## config.mk

```make
export PLATFORM = sky130hd
export DESIGN_NAME = rhc_queue
export DESIGN_NICKNAME = d
export VERILOG_FILES = /design/src/hdl/rhc_pkg.sv /design/src/hdl/rhc_queue.sv
export SDC_FILE = /design/constraint.sdc
export NUM_CORES = 1
export LEC_CHECK = 0
export ABC_AREA = 0
export BUFFER_PORTS_ARGS = -buffer_cell sky130_fd_sc_hd__buf_2
export CORE_MARGIN = 2
export CORE_UTILIZATION = 50
export CTS_CLUSTER_DIAMETER = 150
export CTS_CLUSTER_SIZE = 20
export DETAILED_ROUTE_END_ITERATION = 10
export GPL_ROUTABILITY_DRIVEN = 0
export PLACE_DENSITY = 0.69
export SYNTH_ARGS = -nofsm -noshare
export SYNTH_HDL_FRONTEND = slang
export SYNTH_SLANG_ARGS = --single-unit
```

## constraint.sdc

```tcl
create_clock -name clk -period 7.4 [get_ports clk]
set_input_delay 1.48 -clock clk [delete_from_list [all_inputs] [get_ports clk]]
set_output_delay 1.48 -clock clk [all_outputs]
set_load 0.01 [all_outputs]
```

## src/hdl/rhc_pkg.sv

```systemverilog
package rhc_pkg;

  localparam logic [14:0] HUE_SECTOR = 15'd3840;
  localparam logic [14:0] HUE_FULL   = 15'd23040;
  localparam int          DIV_STEPS  = 16;
  localparam int          Q_DEPTH    = 4;
  localparam int          Q_AW       = $clog2(Q_DEPTH);

  localparam logic [1:0] SEC_R = 2'd0;
  localparam logic [1:0] SEC_G = 2'd1;
  localparam logic [1:0] SEC_B = 2'd2;

  localparam logic [20:0] RECIP15 = 21'd1118482;

  typedef struct packed {
    logic        func;
    logic [15:0] mx;
    logic [15:0] delta;
    logic [15:0] d;
    logic        neg;
    logic [1:0]  sec;
    logic [15:0] v;
    logic [15:0] s;
    logic [11:0] t;
    logic [2:0]  hsec;
  } fe_t;

  typedef struct packed {
    logic full;
    logic empty;
  } qst_t;

  typedef struct packed {
    logic [31:0] n;
    logic [15:0] r;
    logic [15:0] q;
  } dv_t;

  typedef struct packed {
    logic        func;
    logic [15:0] mx;
    logic [15:0] delta;
    logic        neg;
    logic [1:0]  sec;
    dv_t         sd;
    dv_t         hd;
    logic [40:0] p;
    logic [15:0] v;
    logic [15:0] c;
    logic [15:0] x;
    logic [11:0] t;
    logic [2:0]  hsec;
  } bk_t;

  function automatic dv_t div_step(dv_t a, logic [15:0] dvs);
    logic [16:0] r2;
    dv_t         o;
    r2  = {a.r, a.n[31]};
    o.n = {a.n[30:0], 1'b0};
    if (r2 >= {1'b0, dvs}) begin
      o.r = 16'(r2 - {1'b0, dvs});
      o.q = {a.q[14:0], 1'b1};
    end else begin
      o.r = r2[15:0];
      o.q = {a.q[14:0], 1'b0};
    end
    return o;
  endfunction

  function automatic dv_t div_init(logic [31:0] num);
    dv_t o;
    o.r = num[31:16];
    o.n = {num[15:0], 16'b0};
    o.q = '0;
    return o;
  endfunction

endpackage

```

## src/hdl/rhc_queue.sv

```systemverilog
module rhc_queue (
  input  logic         clk,
  input  logic         rst_n,
  input  logic         wr_en,
  input  rhc_pkg::fe_t wr_data,
  input  logic         rd_en,
  output rhc_pkg::fe_t rd_data,
  output rhc_pkg::qst_t stat
);
  import rhc_pkg::*;

  fe_t           mem_r [0:Q_DEPTH-1];
  logic [Q_AW-1:0] wp_r, wp_nxt, rp_r, rp_nxt;
  logic [Q_AW:0]   cnt_r, cnt_nxt;
  logic            do_wr, do_rd;

  assign stat.full  = (cnt_r == (Q_AW+1)'(Q_DEPTH));
  assign stat.empty = (cnt_r == '0);
  assign do_wr      = wr_en && !stat.full;
  assign do_rd      = rd_en && !stat.empty;
  assign rd_data    = mem_r[rp_r];

  always_comb begin
    wp_nxt  = do_wr ? wp_r + 1'b1 : wp_r;
    rp_nxt  = do_rd ? rp_r + 1'b1 : rp_r;
    cnt_nxt = cnt_r + (Q_AW+1)'(do_wr) - (Q_AW+1)'(do_rd);
  end

  always_ff @(posedge clk) begin
    if (!rst_n) begin
      wp_r  <= '0;
      rp_r  <= '0;
      cnt_r <= '0;
    end else begin
      wp_r  <= wp_nxt;
      rp_r  <= rp_nxt;
      cnt_r <= cnt_nxt;
    end
  end

  always_ff @(posedge clk) begin
    if (do_wr) begin
      mem_r[wp_r] <= wr_data;
    end
  end

endmodule

```

==> impl_metrics.json <==
{
  "postCtsSetupRepairBufs": 0,
  "p_sw_mw": 1.37,
  "wl_per_cell_um": 22.4,
  "path_delay_family": "flip-flops",
  "cp.required_ns": 5.92,
  "pwr-share-seq": 0.544,
  "track_usage": 0.173,
  "synth_area_per_cell_um2": 25.9,
  "grt_pass1_wl_mm": 40.6,
  "cellLeakagePower_nw": 5.54,
  "crit_fanout": 50,
  "finalSetupTns_ns": 0,
  "numCtsBuffers": 24,
  "setup_viol": 0,
  "dr_total_vias": 6488,
  "grt_max_degree": 64,
  "clkPwrFrac": 0.248,
  "fin_cells": 1185,
  "fmax_mhz": 216,
  "core_area_um2": 28900,
  "clock_latency_ns": 0.54,
  "grt_setup_unrepaired": "no",
  "rr_startpoint": "cnt_r[2]",
  "worstReg2RegEnd": "mem_r[0][67]",
  "ys_warn_count": 0,
  "cp_cell_sequence": "buf_4, mux4_2, buf_2",
  "clk_pin_slew_ns": 0.08,
  "synth.distinct_cells": 22,
  "worst_pin_slew_ns": 1.02,
  "start_util": 0.510,
  "vias_per_cell": 5.48,
  "critPathArrivalTime_ns": 3.16,
  "num_io_pins": 204,
  "grt_pass1_vias": 7029,
  "die-area_um2": 30800,
  "dpl.cell_count": 1138,
  "overflow": 0,
  "htree_levels": 1,
  "endpoint": "rd_data[62]",
  "finalNetCount": 890,
  "final_common_cell": "edfxtp_1",
  "postRouteAntennaNets": 0,
  "max_cap_viol_count": 0,
  "drt_iter0_drc": 515,
  "skew_ns": 0.0231,
  "power_density_nw_per_um2": 316,
  "die_w_um": 176,
  "synthCells": 568,
  "die_h_um": 176,
  "drc": 0,
  "yosysSeqAreaShare": 0.820,
  "drt_pre_antenna_iters": 5,
  "period_minus_slack_ns": 4.64,
  "cts_tree": "yes",
  "drive_gt1_frac": 0.427,
  "hold_buffers": 0,
  "relSlewSlack": 0.318,
  "max_stage_delay_ns": 1.03,
  "synth_fp_nets": 678,
  "routed_wl_mm": 26.5,
  "cp.depth": 3,
  "portBuffers": 203,
  "critPathLaunchType": "flip-flop",
  "crit_path_top_delay_cell": "dfxtp_4",
  "synth-seq-cells": 405,
  "cts_root_buf": "clkbuf_16",
  "finalHoldViolCount": 0,
  "synthesis.area_um2": 14700,
  "clock_path_buffers": 3,
  "end_kind": "output pin",
  "slew_viol_final": 0,
  "antenna_found_initial": 7,
  "layout_common_cells": "396 x edfxtp_1, 203 x buf_2, 99 x mux4_2",
  "p_sw_frac": 0.257,
  "ir_drop_v": 0.000182,
  "p_int_mw": 3.97,
  "finalCritPeriodShare": 0.627,
  "r2r_cells": 4,
  "critPathKind": "flip-flop to output pin",
  "combPwrFrac": 0.209,
  "hpwlAfterDp_mm": 16.2,
  "num_rows": 62,
  "status": "finished, final reports clean",
  "r2r_slack_ns": 4.47,
  "path_buf_inv": 2,
  "cts_resized": 0,
  "clkSinkCount": 405,
  "hold_path_class": "flip-flop to flip-flop",
  "area_growth_pct": 14.6
}
per-layer routing:
metal,track usage,share of wire,up-vias
met2,0.298,0.51,183
met4,0.0403,0.016,8
met1,0.228,0.41,3413
met5,0,0.0021,-
li1,-,-,2847
met3,0.0400,0.069,37
logic make-up after synthesis:
logic type | share of synthesized area
AO/OA/AOI/OAI | 0.00153
XOR/XNOR | 0.00119
adder cells (fa/ha/maj) | 0.00646
buffers and inverters | 0.0108
flip-flops | 0.820
multiplexers | 0.153
AND/OR/NAND/NOR | 0.00739
cell usage after synthesis (all sizes together):
| cell type | instances | area (µm²) |
|---|---|---|
| fa | 1 | 20.0 |
| or4bb | 1 | 11.3 |
| nor3 | 1 | 5.00 |
| buf | 14 | 98.9 |
| edfxtp | 396 | 11900 |
| or3 | 1 | 6.26 |
| o21ai | 3 | 15.0 |
| xnor2 | 2 | 17.5 |
| inv | 6 | 22.5 |
| mux2i | 2 | 20.0 |
| and2 | 7 | 43.8 |
| nor3b | 1 | 7.51 |
| a21boi | 1 | 7.51 |
| clkbuf | 10 | 37.5 |
| ha | 6 | 75.1 |
| mux4 | 99 | 2230 |
| dfxtp | 9 | 180 |
| nor2b | 2 | 12.5 |
| nand2 | 6 | 22.5 |
worst min path at each step:
stage | slack, ns | depth (start not counted) | to | from
after floorplan | 0.46 | 2 | flip-flop | rp_r[0]
after global placement | 0.47 | 2 | flip-flop | rp_r[0]
after detailed placement | 0.47 | 2 | flip-flop | rp_r[0]
after CTS | 0.49 | 2 | flip-flop | rp_r[0]
after global routing | 0.53 | 2 | wp_r[0] | wp_r[0]
final | 0.49 | 2 | flip-flop | rp_r[0]
final cells by class:
class | count | area [µm²]
flip-flops and latches | 405 | 12100
clock inverters | 1 | 16.3
repair buffers | 210 | 1070
well taps | 384 | 480
multi-input cells | 133 | 2500
fillers | 2116 | 12000
clock buffers | 43 | 693
diodes | 3 | 7.51
inverters | 6 | 22.5
stage by stage:
step                      utilization  power (mW)  cell area [µm²]  hold slack, ns  setup slack, ns
after floorplan                     -        3.67            14700           0.461             2.78
after global placement          0.560        4.07            16200           0.471             3.22
after detailed placement        0.560        4.10            16200           0.472             3.18
after CTS                       0.584        5.42            16900           0.491             2.59
after global routing            0.585        5.59            16900           0.532             2.41
final                           0.585        5.34            16900           0.489             2.76
state kept, by name, indices dropped and copies added (netlist names), named ones only:
| register | cells |
|---|---|
| cnt_r | 3 |
| mem_r | 396 |
| rp_r | 2 |
| wp_r | 2 |
power by group through the flow:
stage / sequential, mW / clock [mW] / combinational [mW]
finish: 2.90 / 1.32 / 1.11
global route: 2.94 / 1.45 / 1.20
CTS: 2.91 / 1.36 / 1.14
detailed placement: 2.96 / 0 / 1.14
global placement: 2.95 / 0 / 1.12
floorplan: 2.88 / 0 / 0.792
worst min-delay path, cell delays in order, from the launching register on:
cell	delay, ns
dfxtp_1	0.33
nand2_1	0.07
o21ai_0	0.06
No activity file was read; power rests on OpenSTA's default activity.
