**src/hdl/rhc_pkg.sv**
```systemverilog
package rhc_pkg;

  localparam logic [14:0] HUE_SECTOR = 15'd3840;
  localparam logic [14:0] HUE_FULL   = 15'd23040;
  localparam int          DIV_STEPS  = 16;
  localparam int          Q_DEPTH    = 4;
  localparam int          Q_AW       = $clog2(Q_DEPTH);

  localparam logic [1:0] SEC_R = 2'd0;
  localparam logic [1:0] SEC_G = 2'd1;
  localparam logic [1:0] SEC_B = 2'd2;

  localparam logic [20:0] RECIP15 = 21'd1118482;

  typedef struct packed {
    logic        func;
    logic [15:0] mx;
    logic [15:0] delta;
    logic [15:0] d;
    logic        neg;
    logic [1:0]  sec;
    logic [15:0] v;
    logic [15:0] s;
    logic [11:0] t;
    logic [2:0]  hsec;
  } fe_t;

  typedef struct packed {
    logic full;
    logic empty;
  } qst_t;

  typedef struct packed {
    logic [31:0] n;
    logic [15:0] r;
    logic [15:0] q;
  } dv_t;

  typedef struct packed {
    logic        func;
    logic [15:0] mx;
    logic [15:0] delta;
    logic        neg;
    logic [1:0]  sec;
    dv_t         sd;
    dv_t         hd;
    logic [40:0] p;
    logic [15:0] v;
    logic [15:0] c;
    logic [15:0] x;
    logic [11:0] t;
    logic [2:0]  hsec;
  } bk_t;

  function automatic dv_t div_step(dv_t a, logic [15:0] dvs);
    logic [16:0] r2;
    dv_t         o;
    r2  = {a.r, a.n[31]};
    o.n = {a.n[30:0], 1'b0};
    if (r2 >= {1'b0, dvs}) begin
      o.r = 16'(r2 - {1'b0, dvs});
      o.q = {a.q[14:0], 1'b1};
    end else begin
      o.r = r2[15:0];
      o.q = {a.q[14:0], 1'b0};
    end
    return o;
  endfunction

  function automatic dv_t div_init(logic [31:0] num);
    dv_t o;
    o.r = num[31:16];
    o.n = {num[15:0], 16'b0};
    o.q = '0;
    return o;
  endfunction

endpackage

```
**src/hdl/rhc_front.sv**
```systemverilog
module rhc_front (
  input  logic          clk,
  input  logic          rst_n,
  input  logic          in_push,
  output logic          in_full,
  input  logic          in_func,
  input  logic [15:0]   in_red,
  input  logic [15:0]   in_green,
  input  logic [15:0]   in_blue,
  input  logic [14:0]   in_hue,
  input  logic [15:0]   in_saturation,
  input  logic [15:0]   in_brightness,
  input  rhc_pkg::qst_t qstat,
  output logic          q_wr,
  output rhc_pkg::fe_t  q_data
);
  import rhc_pkg::*;

  fe_t         fe_r, fe_nxt;
  logic        vld_r, vld_nxt;
  logic        accept;
  logic [15:0] mn, pp, nn;
  logic [14:0] h, f, base;

  assign in_full = vld_r && qstat.full;
  assign accept  = in_push && !in_full;
  assign q_wr    = vld_r && !qstat.full;
  assign q_data  = fe_r;
  assign vld_nxt = accept || (vld_r && !q_wr);

  always_comb begin
    fe_nxt      = '0;
    fe_nxt.func = in_func;
    if (in_red >= in_green && in_red >= in_blue) begin
      fe_nxt.mx  = in_red;
      fe_nxt.sec = SEC_R;
      pp         = in_green;
      nn         = in_blue;
    end else if (in_green >= in_blue) begin
      fe_nxt.mx  = in_green;
      fe_nxt.sec = SEC_G;
      pp         = in_blue;
      nn         = in_red;
    end else begin
      fe_nxt.mx  = in_blue;
      fe_nxt.sec = SEC_B;
      pp         = in_red;
      nn         = in_green;
    end
    mn = in_red;
    if (in_green < mn) mn = in_green;
    if (in_blue < mn)  mn = in_blue;
    fe_nxt.delta = fe_nxt.mx - mn;
    fe_nxt.neg   = pp < nn;
    fe_nxt.d     = fe_nxt.neg ? nn - pp : pp - nn;

    h = (in_hue >= HUE_FULL) ? in_hue - HUE_FULL : in_hue;
    priority if (h >= 15'd19200) fe_nxt.hsec = 3'd5;
    else if (h >= 15'd15360)     fe_nxt.hsec = 3'd4;
    else if (h >= 15'd11520)     fe_nxt.hsec = 3'd3;
    else if (h >= 15'd7680)      fe_nxt.hsec = 3'd2;
    else if (h >= HUE_SECTOR)    fe_nxt.hsec = 3'd1;
    else                         fe_nxt.hsec = 3'd0;
    unique case (fe_nxt.hsec)
      3'd0:    base = 15'd0;
      3'd1:    base = 15'd3840;
      3'd2:    base = 15'd7680;
      3'd3:    base = 15'd11520;
      3'd4:    base = 15'd15360;
      default: base = 15'd19200;
    endcase
    f        = h - base;
    fe_nxt.t = fe_nxt.hsec[0] ? 12'(HUE_SECTOR - f) : f[11:0];
    fe_nxt.v = in_brightness;
    fe_nxt.s = in_saturation;
  end

  always_ff @(posedge clk) begin
    if (!rst_n) begin
      vld_r <= 1'b0;
    end else begin
      vld_r <= vld_nxt;
    end
  end

  always_ff @(posedge clk) begin
    if (accept) begin
      fe_r <= fe_nxt;
    end
  end

endmodule

```
**config.mk**
```make
export PLATFORM = sky130hd
export DESIGN_NAME = rhc_front
export DESIGN_NICKNAME = d
export VERILOG_FILES = /design/src/hdl/rhc_pkg.sv /design/src/hdl/rhc_front.sv
export SDC_FILE = /design/constraint.sdc
export NUM_CORES = 1
export LEC_CHECK = 0
export BUFFER_PORTS_ARGS = -buffer_cell sky130_fd_sc_hd__buf_4
export CORE_MARGIN = 2
export CORE_UTILIZATION = 40
export CTS_CLUSTER_SIZE = 16
export DETAILED_ROUTE_END_ITERATION = 16
export PLACE_DENSITY = 0.73
export SYNTH_ARGS = -nofsm -noshare
export SYNTH_HDL_FRONTEND = slang
export SYNTH_SLANG_ARGS = --single-unit
export TNS_END_PERCENT = 20
```
**constraint.sdc**
```tcl
create_clock -name clk -period 6.7 [get_ports clk]
set_input_delay 0.67 -clock clk [delete_from_list [all_inputs] [get_ports clk]]
set_output_delay 0.67 -clock clk [all_outputs]
set_load 0.02 [all_outputs]
```
==> reports/summary.md <==
The tools report the initial antenna violation count as 0. The first global-routing pass estimated 36.20 mm of wire. The tools report the DRC violation total after the first TritonRoute iteration as 528. Max-capacitance violation count: 0. Summed over all layers, the routed wires come to 23.87 mm.

STA classifies the critical path endpoint as a register. At the end of the flow, the number of nets in the layout was 1409. After synthesis the cells add up to 8686 sq um. The region available for standard cell placement spans 21150 sq um. At the pin with the least slew margin, the transition time is 889.9 ps.

TritonCTS built the clock tree. Normalized max-slew margin: 0.4068. The post-synthesis to final-layout area growth was 28.26%. The share of cells above drive strength 1 was 0.2521; the final number of max-transition violations was 0. The number of antenna diodes in the final layout is 0. For this design the top-level I/O count stands at 202. The die is 151.4 um wide. The initialized floorplan defines 53 standard-cell rows. The run gives 6790 ps as the critical path required time. The logs give 0 for the final count of hold timing violations and 57 for the count of unique library cells instantiated by Yosys. Highest clock frequency the design can meet: 157.6 MHz.

The pre-antenna-repair detailed-routing pass consisted of 5 iterations. After routing the design area is 11140 sq um. Vias per cell: 5.286. During synthesis, Yosys emitted a total of 0 warnings. The detailed placement HPWL was 19.04 mm; the initial standard-cell utilization of the core was 0.4106.

Maximum clock insertion buffer count: 2. Final critical delay including setup and external delays: 6346 ps. The fraction of registers with async set/reset is 0. Routability-driven placement finished with a final weighted congestion of 0.9272. After clock tree synthesis, the clock-pin slew on the worst setup and hold paths is 80 ps. Entering global routing, the biggest net connects 71 pins.

The logs give 0 ps for the accumulated negative setup slack and 10820 sq um for the placed cell area. Synthesis produced a netlist with a net count of 1183. In the synthesized netlist the dominant register cell turns out to be edfxtp_1. In the final routed layout, each cell accounts on average for 16.25 um. The data arrival time at the worst-slack endpoint was 6440 ps. The count of buffers added on input and output ports is 200.

The via count of the first global-routing pass was 7139; the cell count after synthesis was 963. The global-route usage over all layers was 0.2033. The largest voltage drop on the vdd net is 0.1221 mV, and the clock latency at the later pin of the worst-skew pair is 360 ps. The number of DRC violations after detailed routing was 0; the post-synthesis register bit count was 100.

CTS saw 100 sinks. The share of the clock period used by the worst path after layout was 0.9472. Clock tree synthesis inserted a total of 9 buffers. The tools report the total number of vias as 7765. For this design, the CTS-stage hold fixing added 0 buffers. The design draws 3093 uW.

The synthesized design contains 99 enable-type register cells. The worst setup path is launched from an input port. The run gives 9.419 ps as the clock skew.

The vertical die dimension is 151.4 um. The worst setup path is of the input port to register kind. For this design the ratio of total power to cell area is 277.6 nW/um^2. For the count of final setup violators, the log shows 0.

The floorplan die area came out at 22910 sq um. The run gives 3 as the H-tree depth. The count of nets left with antenna violations once routing finished came out at 0. For the post-synthesis sequential area ratio, the log shows 0.3446.

The largest fanout of any net on the critical path is 5, and the leakage power is 0.005189 uW. The run finished with clean final reports. Setup repair after global routing left no endpoint under its margin. The average instance in the mapped netlist occupies 9.020 sq um. The clock root buffer master was clkbuf_16. For this run the aggregate overflow at the end of global routing stands at 0. The type of the most critical hold path was input port to register.
==> placed cells by master (no fill, tap or decap), types with 16 or more instances in the layout <==
cell type / n
mux2i_1: 40
o21ai_0: 44
edfxtp_1: 99
buf_4: 245
ha_1: 115
nor2_1: 130
a21oi_1: 135
inv_1: 92
xnor2_1: 29
mux2_2: 16
nand2_1: 49
nor2b_1: 18
==> cells by family after synthesis <==
| group | after synthesis | share of synthesized area |
|---|---|---|
| compound gates | 255 | 0.1737 |
| xor+xnor | 43 | 0.04509 |
| fa+ha+maj | 119 | 0.1749 |
| buf+inv | 125 | 0.05402 |
| flops | 100 | 0.3446 |
| mux | 56 | 0.06684 |
| simple gates | 265 | 0.1409 |
==> cell usage after synthesis (13+ instances only) <==
cell	number	share of area
a21oi_1	135	0.078
nor2_1	130	0.056
ha_1	115	0.17
edfxtp_1	99	0.34
inv_1	92	0.040
nand2_1	49	0.021
o21ai_0	47	0.027
mux2i_1	40	0.046
xnor2_1	29	0.029
clkbuf_1	22	0.0095
nor2b_1	19	0.014
mux2_2	16	0.021
a21o_1	15	0.013
nor3_1	14	0.0081
xor2_1	13	0.013
==> per-layer routing <==
layer	vias up	track usage	part of all wire
met1	3610	0.2788	0.45
met4	0	0.05607	0.019
met5	-	0	0
met3	28	0.03464	0.060
li1	3910	-	-
met2	217	0.3308	0.47
==> final timing paths <==
check                                   to  slack [ps]         startpoint  cells past startpoint
worst max register to register  q_data[48]        4250              vld_r                      3
worst min-delay path            q_data[43]         480  in_brightness[12]                      1
worst max-delay path            q_data[81]         350         in_red[14]                     27
worst min register to register       vld_r         700              vld_r                      2
==> what timing repair did <==
item / 4_1_cts / 5_1_grt
gates resized for setup: 0 / 6
endpoints found under the hold margin: 0 / 0
setup endpoints to repair: 0 / 2
setup buffers: 0 / 1
==> layout make-up <==
| cell class | instances | area [sq um] |
|---|---|---|
| clock buffer | 9 | 225.2 |
| clock inverter | 7 | 67.56 |
| fill | 1945 | 10010 |
| inverter | 93 | 349.1 |
| multi-input combinational | 738 | 5283 |
| sequential | 100 | 2993 |
| tap | 275 | 344.1 |
| timing repair buffer | 247 | 1879 |
==> sequential cells by signal (all words and copies together), names as in the netlist <==
| signal | flops |
|---|---|
| q_data | 99 |
| vld_r | 1 |
==> power by group <==
group          internal [uW]  switching [uW]
clock                    262             270
sequential               882            39.8
combinational            717             923
total                   1860            1230
==> critical path: stages <==
cell	delay (ps)
buf_4	90
inv_1	50
ha_1	320
nand4_1	210
nor4_2	340
o21ai_0	170
and4_1	320
buf_4	190
buf_4	140
mux2i_1	130
ha_1	300
nand4_1	90
or3_1	440
a211oi_2	290
nor3_4	110
buf_4	180
mux2_2	280
ha_1	330
a21oi_1	180
nor2b_1	80
o21ai_1	190
a31oi_1	120
a21oi_1	220
nor2b_1	70
o21a_1	180
o41ai_1	290
xor3_1	470
==> through the flow <==
stage,hold slack (ps),worst slack [ps],cells,utilization
final,480.7,353.6,1469,0.5266
after global routing,468.3,77.31,1469,0.5266
after global placement,650.3,-110.5,1452,0.5116
after floorplan,717.8,7.893,963,-
after CTS,469.9,135.4,1468,0.5255
after detailed placement,696.4,-215.9,1452,0.5116
Power figures use the tool's default switching activity.
